`config.mk`:
```
export PLATFORM = sky130hd
export DESIGN_NAME = daily_fan_timer_with_led_blink
export DESIGN_NICKNAME = d
export VERILOG_FILES = /design/src/design/dftlb_pkg.sv /design/src/design/daily_fan_timer_with_led_blink.sv
export SDC_FILE = /design/constraint.sdc
export NUM_CORES = 1
export LEC_CHECK = 0
export BUFFER_PORTS_ARGS = -buffer_cell sky130_fd_sc_hd__buf_2
export CAP_MARGIN = 0
export CORE_ASPECT_RATIO = 0.8
export CORE_MARGIN = 8
export CORE_UTILIZATION = 30
export CTS_BUF_LIST = sky130_fd_sc_hd__clkbuf_4 sky130_fd_sc_hd__clkbuf_8 sky130_fd_sc_hd__clkbuf_16
export DETAILED_ROUTE_END_ITERATION = 10
export GPL_ROUTABILITY_DRIVEN = 0
export PLACE_DENSITY = 0.44
export SETUP_SLACK_MARGIN = 0.4
export SYNTH_ARGS = -nofsm -noshare
export SYNTH_HDL_FRONTEND = slang
export SYNTH_SLANG_ARGS = --single-unit
```
`constraint.sdc`:
```
create_clock -name clk -period 10.6 [get_ports clk]
set_input_delay 2.65 -clock clk [delete_from_list [all_inputs] [get_ports clk]]
set_output_delay 2.65 -clock clk [all_outputs]
set_load 0.02 [all_outputs]
```
`src/design/dftlb_pkg.sv`:
```
// dftlb_pkg: widths, register map and reset values for the daily fan timer
// with led blink; used by daily_fan_timer_with_led_blink
// no dependencies
`timescale 1ns / 1ps

package dftlb_pkg;

  localparam int CLK_W   = 37;
  localparam int BLINK_W = 32;
  localparam int OVF_W   = 16;
  localparam int PER_W   = 24;
  localparam int DUTY_W  = 8;
  localparam int POT_W   = 8;

  localparam int CFG_DATA_W = 64;
  localparam int CFG_ADDR_W = 6;
  localparam int CFG_IDX_W  = 3;

  typedef enum logic [CFG_IDX_W-1:0] {
    REG_OVERFLOW_PERIOD = 3'd0,
    REG_SERVICE_PERIOD  = 3'd1,
    REG_FAN_ON_WINDOW   = 3'd2,
    REG_DAY_LENGTH      = 3'd3,
    REG_WARNING_WINDOW  = 3'd4,
    REG_SLOW_BLINK      = 3'd5,
    REG_FAST_BLINK      = 3'd6,
    REG_MIN_FAN_SPEED   = 3'd7
  } cfg_reg_t;

  localparam logic [OVF_W-1:0]  RST_OVERFLOW_PERIOD = 16'd16384;
  localparam logic [PER_W-1:0]  RST_SERVICE_PERIOD  = 24'd250000;
  localparam logic [CLK_W-1:0]  RST_FAN_ON_WINDOW   = 37'd3600000000;
  localparam logic [CLK_W-1:0]  RST_DAY_LENGTH      = 37'd86400000000;
  localparam logic [CLK_W-1:0]  RST_WARNING_WINDOW  = 37'd10800000000;
  localparam logic [PER_W-1:0]  RST_SLOW_BLINK      = 24'd5000000;
  localparam logic [PER_W-1:0]  RST_FAST_BLINK      = 24'd500000;
  localparam logic [DUTY_W-1:0] RST_MIN_FAN_SPEED   = 8'd60;

  localparam logic [DUTY_W-1:0] DUTY_FULL = 8'd255;

endpackage

```
`src/design/daily_fan_timer_with_led_blink.sv`:
```
// daily_fan_timer_with_led_blink: day clock, service scheduling, fan duty and
// status led control; depends on dftlb_pkg
//
// usage:
//   in_*   : one beat per timer overflow, in_tdata[7:0] = pot_level
//   out_*  : one beat per input beat, in input order
//            out_tdata[7:0] pwm_duty, [8] fan_running, [9] led_lit, [10] serviced
//   cfg_*  : 64-bit apb-style register port, register i at byte address 8*i,
//            pready always high, reads return the register value
//   out_tvalid: rises once the beat has passed the input register
//            and then the result register
//   throughput: one beat per cycle while out_tready is high; the whole state
//            update is one pass of add/multiply/compare logic between the two
//            registers; reset (rst_n low, synchronous): clocks, blink timer,
//            led, fan and duty clear, registers take defaults, both stages empty
//   receiver stall: the result register holds; one more beat is taken into
//            the input register, then in_tready drops until out_tready returns
//   registers must be written only while no beat is in flight (not enforced)
`timescale 1ns / 1ps

module daily_fan_timer_with_led_blink (
  input  logic        clk,
  input  logic        rst_n,
  input  logic        in_tvalid,
  output logic        in_tready,
  input  logic [7:0]  in_tdata,   // [7:0] pot_level
  output logic        out_tvalid,
  input  logic        out_tready,
  output logic [15:0] out_tdata,  // [7:0] pwm_duty, [8] fan_running, [9] led_lit,
                                  // [10] serviced, [15:11] zero
  input  logic        cfg_psel,
  input  logic        cfg_penable,
  input  logic        cfg_pwrite,
  input  logic [dftlb_pkg::CFG_ADDR_W-1:0] cfg_paddr,
  input  logic [dftlb_pkg::CFG_DATA_W-1:0] cfg_pwdata,
  output logic [dftlb_pkg::CFG_DATA_W-1:0] cfg_prdata,
  output logic        cfg_pready
);

  localparam int CW = dftlb_pkg::CLK_W;
  localparam int BW = dftlb_pkg::BLINK_W;
  localparam int OW = dftlb_pkg::OVF_W;
  localparam int PW = dftlb_pkg::PER_W;
  localparam int DW = dftlb_pkg::DUTY_W;
  localparam int DWD = dftlb_pkg::CFG_DATA_W;

  // configuration registers
  logic [OW-1:0] ovf_per_r;
  logic [PW-1:0] svc_per_r;
  logic [CW-1:0] fan_win_r;
  logic [CW-1:0] day_len_r;
  logic [CW-1:0] warn_win_r;
  logic [PW-1:0] slow_blink_r;
  logic [PW-1:0] fast_blink_r;
  logic [DW-1:0] min_speed_r;

  logic                 cfg_wr;
  dftlb_pkg::cfg_reg_t  cfg_idx;

  assign cfg_pready = 1'b1;
  assign cfg_wr     = cfg_psel && cfg_penable && cfg_pwrite && cfg_pready;
  assign cfg_idx    = dftlb_pkg::cfg_reg_t'(cfg_paddr[dftlb_pkg::CFG_ADDR_W-1 -: 3]);

  always_ff @(posedge clk) begin
    if (!rst_n) begin
      ovf_per_r    <= dftlb_pkg::RST_OVERFLOW_PERIOD;
      svc_per_r    <= dftlb_pkg::RST_SERVICE_PERIOD;
      fan_win_r    <= dftlb_pkg::RST_FAN_ON_WINDOW;
      day_len_r    <= dftlb_pkg::RST_DAY_LENGTH;
      warn_win_r   <= dftlb_pkg::RST_WARNING_WINDOW;
      slow_blink_r <= dftlb_pkg::RST_SLOW_BLINK;
      fast_blink_r <= dftlb_pkg::RST_FAST_BLINK;
      min_speed_r  <= dftlb_pkg::RST_MIN_FAN_SPEED;
    end else if (cfg_wr) begin
      case (cfg_idx)
        dftlb_pkg::REG_OVERFLOW_PERIOD: ovf_per_r    <= cfg_pwdata[OW-1:0];
        dftlb_pkg::REG_SERVICE_PERIOD:  svc_per_r    <= cfg_pwdata[PW-1:0];
        dftlb_pkg::REG_FAN_ON_WINDOW:   fan_win_r    <= cfg_pwdata[CW-1:0];
        dftlb_pkg::REG_DAY_LENGTH:      day_len_r    <= cfg_pwdata[CW-1:0];
        dftlb_pkg::REG_WARNING_WINDOW:  warn_win_r   <= cfg_pwdata[CW-1:0];
        dftlb_pkg::REG_SLOW_BLINK:      slow_blink_r <= cfg_pwdata[PW-1:0];
        dftlb_pkg::REG_FAST_BLINK:      fast_blink_r <= cfg_pwdata[PW-1:0];
        dftlb_pkg::REG_MIN_FAN_SPEED:   min_speed_r  <= cfg_pwdata[DW-1:0];
        default: ;
      endcase
    end
  end

  always_comb begin
    case (cfg_idx)
      dftlb_pkg::REG_OVERFLOW_PERIOD: cfg_prdata = DWD'(ovf_per_r);
      dftlb_pkg::REG_SERVICE_PERIOD:  cfg_prdata = DWD'(svc_per_r);
      dftlb_pkg::REG_FAN_ON_WINDOW:   cfg_prdata = DWD'(fan_win_r);
      dftlb_pkg::REG_DAY_LENGTH:      cfg_prdata = DWD'(day_len_r);
      dftlb_pkg::REG_WARNING_WINDOW:  cfg_prdata = DWD'(warn_win_r);
      dftlb_pkg::REG_SLOW_BLINK:      cfg_prdata = DWD'(slow_blink_r);
      dftlb_pkg::REG_FAST_BLINK:      cfg_prdata = DWD'(fast_blink_r);
      dftlb_pkg::REG_MIN_FAN_SPEED:   cfg_prdata = DWD'(min_speed_r);
      default:                        cfg_prdata = '0;
    endcase
  end

  // input stage
  logic          s1_valid_r;
  logic [7:0]    s1_pot_r;
  logic          adv;
  logic          in_acc;

  assign adv       = s1_valid_r && (!out_tvalid || out_tready);
  assign in_tready = !s1_valid_r || adv;
  assign in_acc    = in_tvalid && in_tready;

  always_ff @(posedge clk) begin
    if (!rst_n) begin
      s1_valid_r <= 1'b0;
    end else if (in_acc) begin
      s1_valid_r <= 1'b1;
    end else if (adv) begin
      s1_valid_r <= 1'b0;
    end
  end

  always_ff @(posedge clk) begin
    if (in_acc) begin
      s1_pot_r <= in_tdata[7:0];
    end
  end

  // block state
  logic [CW-1:0] day_clock_r, day_clock_nxt;
  logic [CW-1:0] nsp_r, nsp_nxt;
  logic [BW-1:0] blink_r, blink_nxt;
  logic          led_r, led_nxt;
  logic          fan_r, fan_nxt;
  logic [DW-1:0] duty_r, duty_nxt;
  logic          svc;

  always_comb begin
    logic [CW:0]     dc_sum;
    logic [CW-1:0]   dc;
    logic [CW:0]     nsp_sum;
    logic [BW:0]     bl_sum;
    logic [BW-1:0]   bl_sat;
    logic [CW:0]     warn_sum;
    logic [PW-1:0]   interval;
    logic [15:0]     prod;
    logic [16:0]     qsum;
    logic [DW:0]     duty_sum;
    logic            fan_on;
    logic            wrap;

    dc_sum   = {1'b0, day_clock_r} + (CW + 1)'(ovf_per_r);
    dc       = dc_sum[CW] ? {CW{1'b1}} : dc_sum[CW-1:0];
    svc      = nsp_r < dc;
    nsp_sum  = {1'b0, nsp_r} + (CW + 1)'(svc_per_r);
    bl_sum   = {1'b0, blink_r} + (BW + 1)'(svc_per_r);
    bl_sat   = bl_sum[BW] ? {BW{1'b1}} : bl_sum[BW-1:0];
    fan_on   = dc <= fan_win_r;
    warn_sum = {1'b0, dc} + {1'b0, warn_win_r};
    interval = (warn_sum >= {1'b0, day_len_r}) ? fast_blink_r : slow_blink_r;
    wrap     = dc > day_len_r;

    // pot*(255-min)/255 via exact reciprocal form for 16-bit numerators
    prod     = 16'(s1_pot_r) * 16'(dftlb_pkg::DUTY_FULL - min_speed_r);
    qsum     = 17'(prod) + 17'(prod[15:8]) + 17'd1;
    duty_sum = (DW + 1)'(qsum[15:8]) + (DW + 1)'(min_speed_r);

    day_clock_nxt = day_clock_r;
    nsp_nxt       = nsp_r;
    blink_nxt     = blink_r;
    led_nxt       = led_r;
    fan_nxt       = fan_r;
    duty_nxt      = duty_r;

    if (adv) begin
      day_clock_nxt = dc;
      if (svc) begin
        nsp_nxt   = nsp_sum[CW] ? {CW{1'b1}} : nsp_sum[CW-1:0];
        blink_nxt = bl_sat;
        fan_nxt   = fan_on;
        if (fan_on) begin
          led_nxt  = 1'b1;
          duty_nxt = duty_sum[DW-1:0];
        end else begin
          duty_nxt = '0;
          if (bl_sat >= BW'(interval)) begin
            led_nxt   = !led_r;
            blink_nxt = '0;
          end
        end
        if (wrap) begin
          day_clock_nxt = '0;
          nsp_nxt       = '0;
        end
      end
    end
  end

  always_ff @(posedge clk) begin
    if (!rst_n) begin
      day_clock_r <= '0;
      nsp_r       <= '0;
      blink_r     <= '0;
      led_r       <= 1'b0;
      fan_r       <= 1'b0;
      duty_r      <= '0;
    end else begin
      day_clock_r <= day_clock_nxt;
      nsp_r       <= nsp_nxt;
      blink_r     <= blink_nxt;
      led_r       <= led_nxt;
      fan_r       <= fan_nxt;
      duty_r      <= duty_nxt;
    end
  end

  // result register
  logic        out_valid_r;
  logic [15:0] out_data_r;

  always_ff @(posedge clk) begin
    if (!rst_n) begin
      out_valid_r <= 1'b0;
    end else if (adv) begin
      out_valid_r <= 1'b1;
    end else if (out_tready) begin
      out_valid_r <= 1'b0;
    end
  end

  always_ff @(posedge clk) begin
    if (adv) begin
      out_data_r <= {5'd0, svc, led_nxt, fan_nxt, duty_nxt};
    end
  end

  assign out_tvalid = out_valid_r;
  assign out_tdata  = out_data_r;

endmodule

```
Word level (Yosys, flattened, before mapping)
Cells that the tools add are included.
Word-level totals
  ROM bits: 0
  memories kept: 0
  output and inout port bits: 83
  register bits: 344
  bits in latches: 0
  RAM bits: 0
  input port bits: 85
Cells by class
  order comparisons: 5
  add/subtract/negate cells: 8
  multipliers: 1
  equal/unequal tests: 7
  reductions and logical operators: 21
  shifts and indexed selects: 0
  mux-type cells: 23
  bitwise gates (word level): 0
  div/mod/pow operators: 0
Operators with widths (count)
  one-hot mux 64 bit (8 select lines): 1
  two-way mux 37 bit: 5
  two-way mux 32 bit: 3
  adder 37 x 16 -> 38 bit: 1
  adder 37 x 24 -> 38 bit: 1
  adder 37 x 37 -> 38 bit: 1
  greater-or-equal comparator 38 x 37 -> 1 bit: 1
  greater-than comparator 37 bit: 1
  <= comparator 37 bit: 1
  < comparator 37 bit: 1
  adder 32 x 24 -> 33 bit: 1
  greater-or-equal comparator 32 x 24 -> 1 bit: 1
  two-way mux 24 bit: 1
  two-way mux 8 bit: 3
  AND reduction 2 bit: 9
  adder 16 x 1 -> 16 bit (second input constant): 1
  adder 16 x 8 -> 16 bit: 1
  multiplier 9 x 9 -> 16 bit: 1
  equality test 3 bit (second input constant): 4
  two-way mux 1 bit: 10
  subtractor 8 x 8 -> 9 bit (first input constant): 1
  adder 8 bit: 1
  equality test 3 x 2 -> 1 bit (second input constant): 2
  logical AND 1 bit: 4
  5 further kinds: 9

Logic depth before layout (Yosys ltp)
Gate-level depths: netlist of the first run.
  depth in word-level cells: 10
  gate-level depth with buffers: 46

Worst setup path after synthesis of the first run
OpenSTA, ideal clock, no wires.
  path type: register -> register
  start: register ovf_per_r[2]
  end: register out_data_r[9] (netlist: out_tdata[9]), data pin
  setup time: 0.266 ns
  slack: 1.954 ns
  required time: 10.334 ns
  cell stages (with the launch flop): 43
  data arrival time: 8.380 ns
  cells stage by stage: dfxtp_1 ha_1 o21ai_0 o21a_1 or4_1 nand3b_1 and2_1 buf_2 nand2_1 clkbuf_1 nand2_1 ha_1 a21o_1 a21o_1 a221o_1 a21oi_1 o31ai_1 a311o_1 [... 7 more ...] o21a_1 nand3b_1 nor3_1 o32a_1 o21a_1 buf_4 buf_4 mux2i_1 ha_1 a21oi_1 o21ai_0 a2111oi_0 o21ai_0 a211oi_1 nor3_1 nor4_2 nand3_1 o2bb2ai_1
On the way
  cells in the longest elaborated chain, start to end: 10
  elaborated cells between the ends (all ways): 12
  those cells by class: add/sub: 2; order compare: 4; mux: 6
RTL lines
  from (decl): RTL line daily_fan_timer_with_led_blink.sv:48  | logic [OW-1:0] ovf_per_r;
  from (signal assigned): RTL line daily_fan_timer_with_led_blink.sv:66  | ovf_per_r <= dftlb_pkg::RST_OVERFLOW_PERIOD;
  from (signal assigned): RTL line daily_fan_timer_with_led_blink.sv:76  | dftlb_pkg::REG_OVERFLOW_PERIOD: ovf_per_r <= cfg_pwdata[OW-1:0];
  adder 37 x 16 -> 38 bit *: RTL line daily_fan_timer_with_led_blink.sv:152  | dc_sum = {1'b0, day_clock_r} + (CW + 1)'(ovf_per_r);
  two-way mux 37 bit *: RTL line daily_fan_timer_with_led_blink.sv:153  | dc = dc_sum[CW] ? {CW{1'b1}} : dc_sum[CW-1:0];
  adder 37 x 37 -> 38 bit: RTL line daily_fan_timer_with_led_blink.sv:159  | warn_sum = {1'b0, dc} + {1'b0, warn_win_r};
  greater-or-equal comparator 38 x 37 -> 1 bit: RTL line daily_fan_timer_with_led_blink.sv:160  | interval = (warn_sum >= {1'b0, day_len_r}) ? fast_blink_r : slow_blink_r;
  two-way mux 24 bit: RTL line daily_fan_timer_with_led_blink.sv:160
  greater-or-equal comparator 32 x 24 -> 1 bit: RTL line daily_fan_timer_with_led_blink.sv:186  | if (bl_sat >= BW'(interval)) begin
  two-way mux 1 bit: RTL line daily_fan_timer_with_led_blink.sv:186
  two-way mux 1 bit: RTL line daily_fan_timer_with_led_blink.sv:181  | if (fan_on) begin
  two-way mux 1 bit *: RTL line daily_fan_timer_with_led_blink.sv:177  | if (svc) begin
  two-way mux 1 bit *: RTL line daily_fan_timer_with_led_blink.sv:175  | if (adv) begin
  named net led_nxt: RTL line daily_fan_timer_with_led_blink.sv:133  | logic led_r, led_nxt;
  to (signal assigned): RTL line daily_fan_timer_with_led_blink.sv:233  | out_data_r <= {5'd0, svc, led_nxt, fan_nxt, duty_nxt};
  to (decl): RTL line daily_fan_timer_with_led_blink.sv:219  | logic [15:0] out_data_r;
The timed path passes the listed nets; every way through them passes the cells marked *.
A chain may end at the register's enable or synchronous reset.

Worst setup path in the final report of the first run
  start: register ovf_per_r[3]
  end: register out_data_r[9] (netlist: out_tdata[9]), data pin
Same word-level chain as after synthesis.

==> metrics.json, run 1 <==
{
  "synth": {
    "synth_area_per_cell_um2": 7.89,
    "synth_largest_area_cell": "sky130_fd_sc_hd__dfxtp_1",
    "ys_seq_elements": 344,
    "synth.distinct_cells": 104,
    "synth_sequential_area_ratio": 0.260,
    "synth_ff_type": "sky130_fd_sc_hd__dfxtp_1",
    "yosys-top-cells-area": "sky130_fd_sc_hd__dfxtp_1 24%, sky130_fd_sc_hd__ha_1 15%, sky130_fd_sc_hd__nand2_1 8.3%",
    "syn-cell-area_mm2": 0.0272,
    "yosysTopAreaCellShare": 0.239,
    "post_synth_inst_count": 3447,
    "async_reset_ff_frac": 0,
    "ys.warnings.count": 0,
    "synth_edf_count": 19
  },
  "worst_setup_path": {
    "critical_path.startpoint_type": "flip-flop",
    "cp.required_ns": 10.94,
    "crit_type": "reg2reg",
    "timing.critical_path.slowest_stage_cell": "sky130_fd_sc_hd__or4_1",
    "worstSetupEndpointType": "flip-flop",
    "crit_path_max_fanout": 16,
    "arrival_time_at_the_worst_endpoint_ns": 10.13,
    "critical-path-top-delay-family": "compound AO/OA/AOI/OAI gates",
    "worst_r2r_startpoint": "ovf_per_r[3]",
    "timing.critical_path.buf_inv": 6,
    "crit_path_start": "ovf_per_r[3]",
    "timing.critical_path.slowest_cell_delay_ns": 0.62,
    "crit_path_frequent_cell": "sky130_fd_sc_hd__a21o_1"
  },
  "cells_and_area": {
    "final_net_count": 3985,
    "synthesis_to_layout_area_growth_pct": 13.2,
    "most-common-layout-cells": "597 x sky130_fd_sc_hd__nand2_1, 347 x sky130_fd_sc_hd__a21oi_1, 325 x sky130_fd_sc_hd__dfxtp_1, 320 x sky130_fd_sc_hd__ha_1, 224 x sky130_fd_sc_hd__inv_1",
    "num-fill-cells": 9506,
    "share_of_post_route_cells_with_drive_strength_above_1": 0.107,
    "multiInputGateArea_mm2": 0.0187,
    "regArea_mm2": 0.00708,
    "final-instance-count-excl-fill": 4766,
    "insertedDiodeCount": 0,
    "layout.cells.most_common": "sky130_fd_sc_hd__nand2_1",
    "finalInstanceArea_mm2": 0.0308
  },
  "drt": {
    "vias_per_cell": 5.37,
    "dr.first_iter.drc_count": 2344,
    "drt_wl_total_mm": 109,
    "drt_drc_violations_left": 0,
    "dr_total_vias": 25600,
    "number_of_optimization_iterations_in_the_first_detailed_route_pass": 5,
    "drt-wirelength-per-cell_um": 22.9,
    "ant_nets": 0
  },
  "die": {
    "initial_core_util": 0.303,
    "chipHeight_um": 285,
    "coreArea_mm2": 0.0896,
    "die_width_um": 353,
    "fp-row-count": 98,
    "num_io_pins": 168,
    "die_area_mm2": 0.101
  },
  "timing": {
    "fmax_mhz": 102,
    "fin_skew_ns": 0.0438,
    "postLayoutSetupSlackWorst_ns": 0.806,
    "max_slew.worst_pin.slew_ns": 1.17,
    "slew-limit-headroom": 0.218,
    "hold_violations": 0,
    "hold-worst-slack_ns": 0.456,
    "grt_setup_unrepaired": "no",
    "timing.final.crit_share": 0.924,
    "timing.final.max_slew_violations": 0,
    "setup_viol": 0,
    "layout_min_cycle_time_ns": 9.79,
    "finalSetupTns_ns": 0
  },
  "placed_design": {
    "dp_hpwl_mm": 82.8,
    "dp.cells": 4683,
    "placedInstanceArea_mm2": 0.0291,
    "numPortBuffers": 104,
    "worst_setup_slack_post_dpl_ns": 0.422
  },
  "clocking": {
    "ctsHoldBuffers": 0,
    "clockRootBuffer": "sky130_fd_sc_hd__clkbuf_16",
    "tritoncts": "built",
    "clkSlewWorstSetupHoldPaths_ns": 0.06,
    "clock-sinks": 344,
    "cts_max_path_buffers": 3,
    "tritoncts.num_buffers": 45,
    "htree_num_levels": 2,
    "clk-insertion-delay-late_ns": 0.63
  },
  "pwr": {
    "p_leak_nw": 13.6,
    "pwr_density_cell_mw_per_mm2": 144,
    "irDropWorstVdd_v": 0.000109
  },
  "grt": {
    "grt_antenna_before_repair": 10,
    "grt_first_pass_wirelength_mm": 160,
    "gr-total-overflow": 0,
    "grt_pass1_vias": 24100,
    "maximum_number_of_pins_on_one_net_before_global_route_repair": 63,
    "grt_usage": 0.207
  },
  "job": {
    "maxCapViolations": 0
  },
  "hold_path": {
    "worst_hold_startpoint": "day_len_r[12]",
    "min-delay-path-class": "reg2reg"
  },
  "outcome": {
    "run_status": "finished clean"
  }
}
==> flip-flops by register name, summed over array words and instances, names as in the netlist <==
| register | flops |
|---|---|
| led_r | 1 |
| nsp_r | 37 |
| ovf_per_r | 16 |
| s1_valid_r | 1 |
| day_len_r | 37 |
| fan_win_r | 37 |
| warn_win_r | 37 |
| slow_blink_r | 24 |
| out_tdata | 11 |
| fast_blink_r | 24 |
| out_tvalid | 1 |
| blink_r | 32 |
| duty_r | 8 |
| svc_per_r | 24 |
| min_speed_r | 8 |
| s1_pot_r | 8 |
| day_clock_r | 37 |
| fan_r | 1 |
==> synthesized netlist by cell type (all sizes together) (8+ instances only) <==
master,number
nand2b,44
and3,34
and2,35
dfxtp,325
o22ai,18
clkbuf,123
a22o,12
xnor2,66
nand2,605
a211o,8
a32o,22
a221oi,15
fa,42
or3,13
nor3,46
ha,325
o211ai,43
nor2,163
buf,60
a21o,87
nand3,93
inv,225
nand4,49
mux2i,65
o21bai,18
a22oi,19
a2111oi,12
a21oi,350
o2bb2ai,8
edfxtp,19
or2,8
xor2,39
mux2,9
a221o,8
nor2b,52
and4,15
a31oi,29
a31o,10
a211oi,27
o21ai,172
o21a,32
==> metal layers <==
layer	GRT usage	vias to the layer above	routed length, um
met3	0.0511	102	8920
met2	0.284	747	41500
met5	0	-	0
met1	0.323	12400	56800
li1	-	12400	-
met4	0.0380	0	2040
==> path summary, 6_finish.rpt <==
path | slack, ns | to | depth (start not counted)
max | 0.81 | out_tdata[9] | 44
max reg2reg | 0.81 | out_tdata[9] | 44
min reg2reg | 0.46 | day_len_r[12] | 2
min | 0.46 | day_len_r[12] | 2
==> area by class of cell <==
class,instances,share of cell area
multi-input combinational,2724,0.607
sequential,344,0.230
clock inverter,14,0.00329
tap,1200,0.0488
clock buffer,66,0.0443
inverter,227,0.0279
timing repair buffer,191,0.0388
==> kinds of logic after synthesis <==
kind of cell	Yosys count	share of synthesized area
xor gates and xnor gates	105	0.0341
adders and majority gates	367	0.181
other	2	0.000276
muxes	81	0.0335
and+or+nand+nor	1182	0.199
DFF	344	0.260
AOI/OAI and AO/OA	955	0.227
buffers and inverters	411	0.0658
==> power breakdown <==
part | switching (W) | internal, W
Clock | 0.000669 | 0.000892
Sequential | 0.0000486 | 0.00139
Combinational | 0.000886 | 0.000548
==> through the flow <==
stage	power (W)	utilization
3_3_place_gp	0.00289	0.325
5_1_grt	0.00469	0.343
6_report	0.00443	0.343
4_1_cts	0.00446	0.341
3_5_place_dp	0.00288	0.325
2_1_floorplan	0.00248	-
==> worst register-to-register path, delay by kind of cell, from the launching register on <==
family          cells  cell delay [ns]
fa+ha+maj           4             1.22
compound gates     21             4.05
xor+xnor            1             0.16
flops               1             0.42
simple gates       11             2.16
mux                 1             0.38
buf+inv             6             1.13
==> repair_timing <==
action	in CTS	in global routing
cloned	0	1
setup buffers	0	2
setup endpoints to repair	23	28
gates resized for setup	2	34
pin swaps	0	2
Power figures use the tool's default switching activity.
==> inputs of run 2 (changes only) <==
BUFFER_PORTS_ARGS = -buffer_cell sky130_fd_sc_hd__clkbuf_2   (was -buffer_cell sky130_fd_sc_hd__buf_2)
==> metrics.json, run 2 (same netlist as run 1, synthesis figures left out) <==
{
  "outcome": {
    "run_status": "finished clean"
  },
  "timing": {
    "hold_violations": 0,
    "grt_setup_unrepaired": "no",
    "fin_skew_ns": 0.0626,
    "timing.final.crit_share": 0.916,
    "fmax_mhz": 103,
    "setup_viol": 0,
    "layout_min_cycle_time_ns": 9.71,
    "finalSetupTns_ns": 0,
    "timing.final.max_slew_violations": 0,
    "hold-worst-slack_ns": 0.460,
    "max_slew.worst_pin.slew_ns": 1.18,
    "slew-limit-headroom": 0.210
  },
  "drt": {
    "drt_wl_total_mm": 109,
    "drt-wirelength-per-cell_um": 22.9,
    "drt_drc_violations_left": 0,
    "number_of_optimization_iterations_in_the_first_detailed_route_pass": 6,
    "ant_nets": 0,
    "dr_total_vias": 25400,
    "vias_per_cell": 5.32,
    "dr.first_iter.drc_count": 2277
  },
  "clocking": {
    "tritoncts": "built",
    "clkSlewWorstSetupHoldPaths_ns": 0.06,
    "tritoncts.num_buffers": 45,
    "htree_num_levels": 2,
    "clock-sinks": 344,
    "clockRootBuffer": "sky130_fd_sc_hd__clkbuf_16",
    "clk-insertion-delay-late_ns": 0.64,
    "cts_max_path_buffers": 3
  },
  "placed_design": {
    "dp.cells": 4686,
    "numPortBuffers": 104,
    "dp_hpwl_mm": 83.2
  },
  "worst_setup_path": {
    "critical_path.startpoint_type": "flip-flop",
    "timing.critical_path.slowest_cell_delay_ns": 0.48,
    "timing.critical_path.slowest_stage_cell": "sky130_fd_sc_hd__or4_1",
    "arrival_time_at_the_worst_endpoint_ns": 10.02,
    "crit_path_max_fanout": 11,
    "cp.required_ns": 10.91,
    "crit_type": "reg2reg",
    "crit_path_frequent_cell": "sky130_fd_sc_hd__buf_4",
    "worstSetupEndpointType": "flip-flop"
  },
  "pwr": {
    "irDropWorstVdd_v": 0.000110,
    "switching_share": 0.361,
    "p_leak_nw": 13.6,
    "power.share.combinational": 0.318,
    "pwr_density_cell_mw_per_mm2": 146,
    "power.clock.fraction": 0.363,
    "total_power_w": 0.00450,
    "total_switching_power_w": 0.00162,
    "internal_power_w": 0.00288,
    "seq_power_share": 0.318
  },
  "cells_and_area": {
    "most-common-layout-cells": "601 x sky130_fd_sc_hd__nand2_1, 346 x sky130_fd_sc_hd__a21oi_1, 325 x sky130_fd_sc_hd__dfxtp_1, 323 x sky130_fd_sc_hd__ha_1, 224 x sky130_fd_sc_hd__inv_1",
    "final_net_count": 3985,
    "postLayoutCoreUtil": 0.343,
    "synthesis_to_layout_area_growth_pct": 13.2,
    "final-instance-count-excl-fill": 4773,
    "num-fill-cells": 9518,
    "layout.cells.most_common": "sky130_fd_sc_hd__nand2_1",
    "share_of_post_route_cells_with_drive_strength_above_1": 0.104
  },
  "grt": {
    "gr-total-overflow": 0,
    "grt_first_pass_wirelength_mm": 161,
    "grt_usage": 0.208,
    "grt_antenna_before_repair": 8,
    "maximum_number_of_pins_on_one_net_before_global_route_repair": 64,
    "grt_pass1_vias": 24100
  },
  "job": {
    "maxCapViolations": 0
  },
  "die": {
    "die_area_mm2": 0.101,
    "die_width_um": 353,
    "coreArea_mm2": 0.0896,
    "fp-row-count": 98,
    "initial_core_util": 0.303,
    "chipHeight_um": 285,
    "num_io_pins": 168
  },
  "hold_path": {
    "min-delay-path-class": "reg2reg"
  }
}
## run 2: changes by cell type in the layout (fill, tap and decap cells not counted), sizes merged
cell / previous run / this run
buf: 191 / 91
clkbuf: 66 / 165
diode: 0 / 4
bufinv: 0 / 3
clkinvlp: 1 / 4
clkinv: 14 / 12
a21o: 88 / 87
inv: 226 / 227
## run 2: critical path: cells and delay by family (launching register included)
family          cells  cell delay [ns]
mux                 1             0.21
fa+ha+maj           5             1.57
buf+inv             6             1.02
compound gates     21             4.58
simple gates        9             1.62
flops               1             0.37
## run 2: final cells by class
class,instances,area (um^2),area share
clock inverters,19,235,0.00764
repair buffers,192,1220,0.0398
well taps,1200,1500,0.0488
inverters,227,857,0.0278
clock buffers,64,1310,0.0426
multi-input cells,2723,18600,0.603
flip-flops and latches,344,7080,0.230
diodes,4,10.0,0.000325
## run 2: metrics by stage
stage          setup slack (ns)  cell area (um^2)
2_1_floorplan              1.95             27300
3_3_place_gp              0.495             29200
3_5_place_dp              0.498             29200
4_1_cts                   0.445             30700
5_1_grt                   0.379             30800
6_report                  0.892             30800
## run 2: layer usage
| metal | share of wire | track usage |
|---|---|---|
| met1 | 0.52 | 0.323 |
| met2 | 0.38 | 0.281 |
| met3 | 0.084 | 0.0558 |
| met4 | 0.019 | 0.0431 |
| met5 | 0.00012 | 0 |
## run 2: worst paths after layout
check,start,end,slack (ns),cells past startpoint
setup / recovery,ovf_per_r[0],out_tdata[9],0.89,42
hold / removal,fan_win_r[2],fan_win_r[2],0.46,2
setup reg to reg,ovf_per_r[0],out_tdata[9],0.89,42
hold reg to reg,fan_win_r[2],fan_win_r[2],0.46,2
## run 2: power by group through the flow
stage	clock (W)	combinational, W	sequential [W]
3_3_place_gp	0	0.00143	0.00146
6_report	0.00164	0.00143	0.00143
4_1_cts	0.00167	0.00143	0.00144
5_1_grt	0.00172	0.00161	0.00144
3_5_place_dp	0	0.00142	0.00146
2_1_floorplan	0	0.00102	0.00146
## run 2: timing repair
item                                    CTS  global route
resized for setup                         1            16
endpoints found under the setup margin    5            28
hold buffers                              0             0
buffers inserted                          0             0
